--- src/sv/srmix_pkg.sv ---
// Shared types and constants for the stream ring audio mixer.
// No dependencies.
`timescale 1ns / 1ps
`default_nettype none
package srmix_pkg;

    localparam int MAX_STREAMS_DEF     = 8;
    localparam int FRAMES_PER_RING_DEF = 256;

    localparam logic [1:0] MODE_CREATE  = 2'd0;
    localparam logic [1:0] MODE_DESTROY = 2'd1;
    localparam logic [1:0] MODE_QUEUE   = 2'd2;
    localparam logic [1:0] MODE_MIX     = 2'd3;

    localparam logic REG_VOLUME = 1'b0;
    localparam logic REG_MUTE   = 1'b1;

    localparam logic [31:0] REQ_RATE     = 32'd48000;
    localparam logic [7:0]  REQ_CHANNELS = 8'd2;
    localparam logic [7:0]  REQ_BITS     = 8'd16;
    localparam logic [6:0]  VOLUME_MAX   = 7'd100;

    typedef struct packed {
        logic [1:0]         mode;
        logic [31:0]        stream_id;
        logic signed [15:0] left_in;
        logic signed [15:0] right_in;
        logic [31:0]        sample_rate;
        logic [7:0]         channel_count;
        logic [7:0]         sample_bits;
    } in_item_t;

    typedef struct packed {
        logic               status;
        logic [31:0]        new_id;
        logic signed [15:0] left_out;
        logic signed [15:0] right_out;
        logic               underrun;
        logic [31:0]        underrun_count;
        logic [31:0]        frames_mixed;
    } out_item_t;

    // Controller to datapath commands
    typedef struct packed {
        logic load;       // capture input item
        logic clr_acc;    // clear walk index, match flags and sums
        logic visit;      // handle slot at walk index
        logic rd_issue;   // memory read issued this cycle (mix)
        logic acc;        // accumulate registered read data
        logic commit;     // apply table update
        logic scale;      // multiply sums by volume
        logic finish;     // form result
    } ctl_cmd_t;

    typedef struct packed {
        logic last_slot;
        logic [1:0] mode;
    } dp_stat_t;

endpackage
`default_nettype wire

--- src/sv/srmix_ctrl.sv ---
// Controller state machine for the mixer: sequences slot walk and result.
// Depends on srmix_pkg.
`timescale 1ns / 1ps
`default_nettype none
module srmix_ctrl (
    input  wire                   clk,
    input  wire                   rst_n,
    input  wire                   start,
    output logic                  busy,
    input  srmix_pkg::dp_stat_t   stat,
    output srmix_pkg::ctl_cmd_t   cmd,
    output logic                  done
);
    import srmix_pkg::*;

    localparam logic [2:0] S_IDLE   = 3'd0;
    localparam logic [2:0] S_WALK   = 3'd1;
    localparam logic [2:0] S_DRAIN  = 3'd2;
    localparam logic [2:0] S_COMMIT = 3'd3;
    localparam logic [2:0] S_SCALE  = 3'd4;
    localparam logic [2:0] S_DONE   = 3'd5;

    logic [2:0] state_reg, state_next;
    logic       acc_reg;
    logic       done_reg;

    // State register
    always_ff @(posedge clk or negedge rst_n)
    begin
        if (!rst_n)
            state_reg <= S_IDLE;
        else
            state_reg <= state_next;
    end

    // Next state and commands
    always_comb
    begin
        state_next = state_reg;
        cmd = '0;
        cmd.acc = acc_reg;
        case (state_reg)
            S_IDLE:
            begin
                if (start && !busy)
                begin
                    cmd.load = 1'b1;
                    cmd.clr_acc = 1'b1;
                    state_next = S_WALK;
                end
            end
            S_WALK:
            begin
                cmd.visit = 1'b1;
                cmd.rd_issue = (stat.mode == MODE_MIX);
                if (stat.last_slot)
                    state_next = S_DRAIN;
            end
            S_DRAIN:
            begin
                // last read data lands here
                state_next = S_COMMIT;
            end
            S_COMMIT:
            begin
                cmd.commit = 1'b1;
                state_next = S_SCALE;
            end
            S_SCALE:
            begin
                cmd.scale = 1'b1;
                state_next = S_DONE;
            end
            S_DONE:
            begin
                cmd.finish = 1'b1;
                state_next = S_IDLE;
            end
            default:
                state_next = S_IDLE;
        endcase
    end

    // accumulate the read registered in the cycle after each issue;
    // result strobe registered together with the result register
    always_ff @(posedge clk or negedge rst_n)
    begin
        if (!rst_n)
        begin
            acc_reg <= 1'b0;
            done_reg <= 1'b0;
        end
        else
        begin
            acc_reg <= cmd.rd_issue;
            done_reg <= cmd.finish;
        end
    end

    always_comb
    begin
        busy = (state_reg != S_IDLE) || done_reg;
    end

    assign done = done_reg;
endmodule
`default_nettype wire

--- config.mk ---
export PLATFORM = sky130hd
export DESIGN_NAME = srmix_ctrl
export DESIGN_NICKNAME = d
export VERILOG_FILES = /design/src/sv/srmix_pkg.sv /design/src/sv/srmix_ctrl.sv
export SDC_FILE = /design/constraint.sdc
export NUM_CORES = 1
export LEC_CHECK = 0
export BUFFER_PORTS_ARGS = -buffer_cell sky130_fd_sc_hd__buf_2
export CAP_MARGIN = 20
export CORE_AREA = 2 2 39 41
export CTS_CLUSTER_SIZE = 24
export DETAILED_ROUTE_END_ITERATION = 10
export DIE_AREA = 0 0 41 43
export PLACE_DENSITY = 0.52
export SKIP_CTS_REPAIR_TIMING = 1
export SYNTH_ARGS = -nofsm -noshare
export SYNTH_HDL_FRONTEND = slang
export SYNTH_SLANG_ARGS = --single-unit
--- constraint.sdc ---
create_clock -name clk -period 1.5 [get_ports clk]
set_input_delay 0.3 -clock clk [delete_from_list [all_inputs] [get_ports clk]]
set_output_delay 0.3 -clock clk [all_outputs]
set_load 0.02 [all_outputs]
==> results.cfg <==
[finish]
drive_above_1_share = 0.674
layout_commonest_cell = buf_2
fin_area_um2 = 430
instances_no_fill = 62
regArea_um2 = 129
syn2layout_area_growth_pct = 74.6
antennaDiodeCount = 0
multi_input_area_um2 = 138
largest_reg_flops = 3
final_cell_mix = buf_2 (11), buf_4 (5), and3_4 (3), clkbuf_4 (3), dfrtp_2 (3)
nFillCells = 147
num-nets-final = 53

[clocking]
cts_buffers = 3
cts_tree = built
clockBufferDepth = 2
cts_sinks = 5
cts-htree-levels = 1
path_clk_slew_ns = 0.04
clk_latency_ns = 0.24
root_buffer = clkbuf_4

[hold_path]
hp-class = input pin to flip-flop

[critical_path]
critical_path_buf_inv_count = 1
max_stage_delay_ns = 0.44
cpMaxStageDelayCell = dfrtp_2
crit_required_ns = 1.20
path_max_fanout = 6
path_class = flip-flop to primary output
worst_ep_arrival_time_ns = 1.21
crit_path_cell_trace = nand2b_4 -> nor2_4 -> and3_4 -> buf_6
crit_path_start_kind = flip-flop
cp_top_family = flip-flops
end_kind = primary output

[die]
core_area_um2 = 1380
die_h_um = 43
rows = 14
die_w_um = 41
ios = 16
start_util = 0.178
fp.dieArea_um2 = 1760

[yosys]
synth_nets = 32
synth-seq-cells = 5
ys_warn_count = 0
synth_area_um2 = 246
ys_seq_area_frac = 0.508
yosysUniqueCellTypes = 15
syn_inst = 26
avgSynthCellArea_um2 = 9.48

[global_routing]
grt_pass1_vias = 206
grt_max_degree = 7
grt.overflow.total = 0
grt_antenna_before_repair = 0
grt_usage = 0.0736
grt_pass1_wl_um = 807

[sta]
tightest_slew_ns = 0.190
fin_crit_ns = 1.51
fin_crit_sh = 1.01
slew_headroom = 0.872
finalSetupTns_ns = -0.00906
fin_skew_ns = 0.00454
fin_hold_ws_ns = 0.347
finalMaxSlewViolations = 0
timing.final.ws_setup_ns = -0.00906
hold_viol_final = 0
max_freq_mhz = 663
finalSetupViolations = 1
rsz0062_at_grt = yes

[power]
ir_worst_vdd_mv = 0.768
p_leak_uw = 0.000214
power_density_nw_per_um2 = 2010

[route]
first_pass_iters = 2
antenna_left = 0
vias = 246
wire_per_inst_um = 8.90
drt_iter0_markers = 5
routed_wl_um = 552
drc_errors = 0
vias_per_cell = 3.97

[placement]
dp_hpwl_um = 421
dpl_cell_area_um2 = 329
place_inst = 55
gp_congestion = 0.778
io_buffers = 15

[outcome]
failed_checks = negative setup slack
outcome = complete, but fails checks

[flow_run]
cap_viol_max_count = 0
## metal layers
layer | share of wire | track usage | vias up | wire [µm]
li1 | - | - | 125 | -
met1 | 0.44 | 0.0977 | 108 | 245
met2 | 0.43 | 0.0875 | 13 | 239
met3 | 0.12 | 0.0628 | 0 | 67
met4 | 0 | 0.0200 | 0 | 0
met5 | 0 | 0 | - | 0
## synthesized netlist by cell type
| master | n | area [µm²] |
|---|---|---|
| a21oi_1 | 1 | 5.00 |
| and3_1 | 2 | 12.5 |
| and3_4 | 1 | 11.3 |
| buf_4 | 2 | 15.0 |
| dfrtp_1 | 5 | 125 |
| inv_2 | 1 | 3.75 |
| nand2_1 | 1 | 3.75 |
| nand2b_1 | 2 | 12.5 |
| nand3b_1 | 1 | 7.51 |
| nor2_1 | 4 | 15.0 |
| nor2b_1 | 1 | 6.26 |
| nor3_1 | 1 | 5.00 |
| o21a_1 | 1 | 7.51 |
| o21ai_0 | 2 | 10.0 |
| or2_1 | 1 | 6.26 |
## cell families after synthesis
logic type | Yosys count | share of synthesized area
compound gates | 4 | 0.0914
flops | 5 | 0.508
simple gates | 14 | 0.325
buf+inv | 3 | 0.0761
## layout make-up
| class | count | share of cell area |
|---|---|---|
| repair buffers | 18 | 0.265 |
| flip-flops and latches | 5 | 0.299 |
| inverters | 1 | 0.00872 |
| multi-input cells | 18 | 0.320 |
| well taps | 16 | 0.0465 |
| clock buffers | 4 | 0.0610 |
## final timing paths
check / from / end / slack (ns) / cells after the start
setup / recovery: state_reg[1]$_DFFE_PN0P_ / cmd[4] / -0.009 / 4
hold / removal: stat[0] / acc_reg$_DFF_PN0_ / 0.35 / 2
setup reg to reg: state_reg[0]$_DFFE_PN0P_ / state_reg[0]$_DFFE_PN0P_ / 0.44 / 4
hold reg to reg: state_reg[2]$_DFFE_PN0P_ / state_reg[1]$_DFFE_PN0P_ / 0.53 / 1
max in group asynchronous: rst_n / state_reg[2]$_DFFE_PN0P_ / 0.94 / 2
min in group asynchronous: rst_n / done$_DFF_PN0_ / 0.40 / 2
## metrics by stage
step	utilization	setup slack (ns)	power, µW
final	0.311	-0.00906	864
after global routing	0.311	-0.0706	941
after CTS	0.257	-0.101	746
after detailed placement	0.238	0.163	586
after global placement	0.238	0.185	588
after floorplan	-	0.0824	493
## where the power goes
group | total [µW] | internal (µW) | switching [µW]
Clock | 151 | 100 | 50.6
Combinational | 456 | 220 | 236
Sequential | 257 | 184 | 72.4
Power figures use the tool's default switching activity.
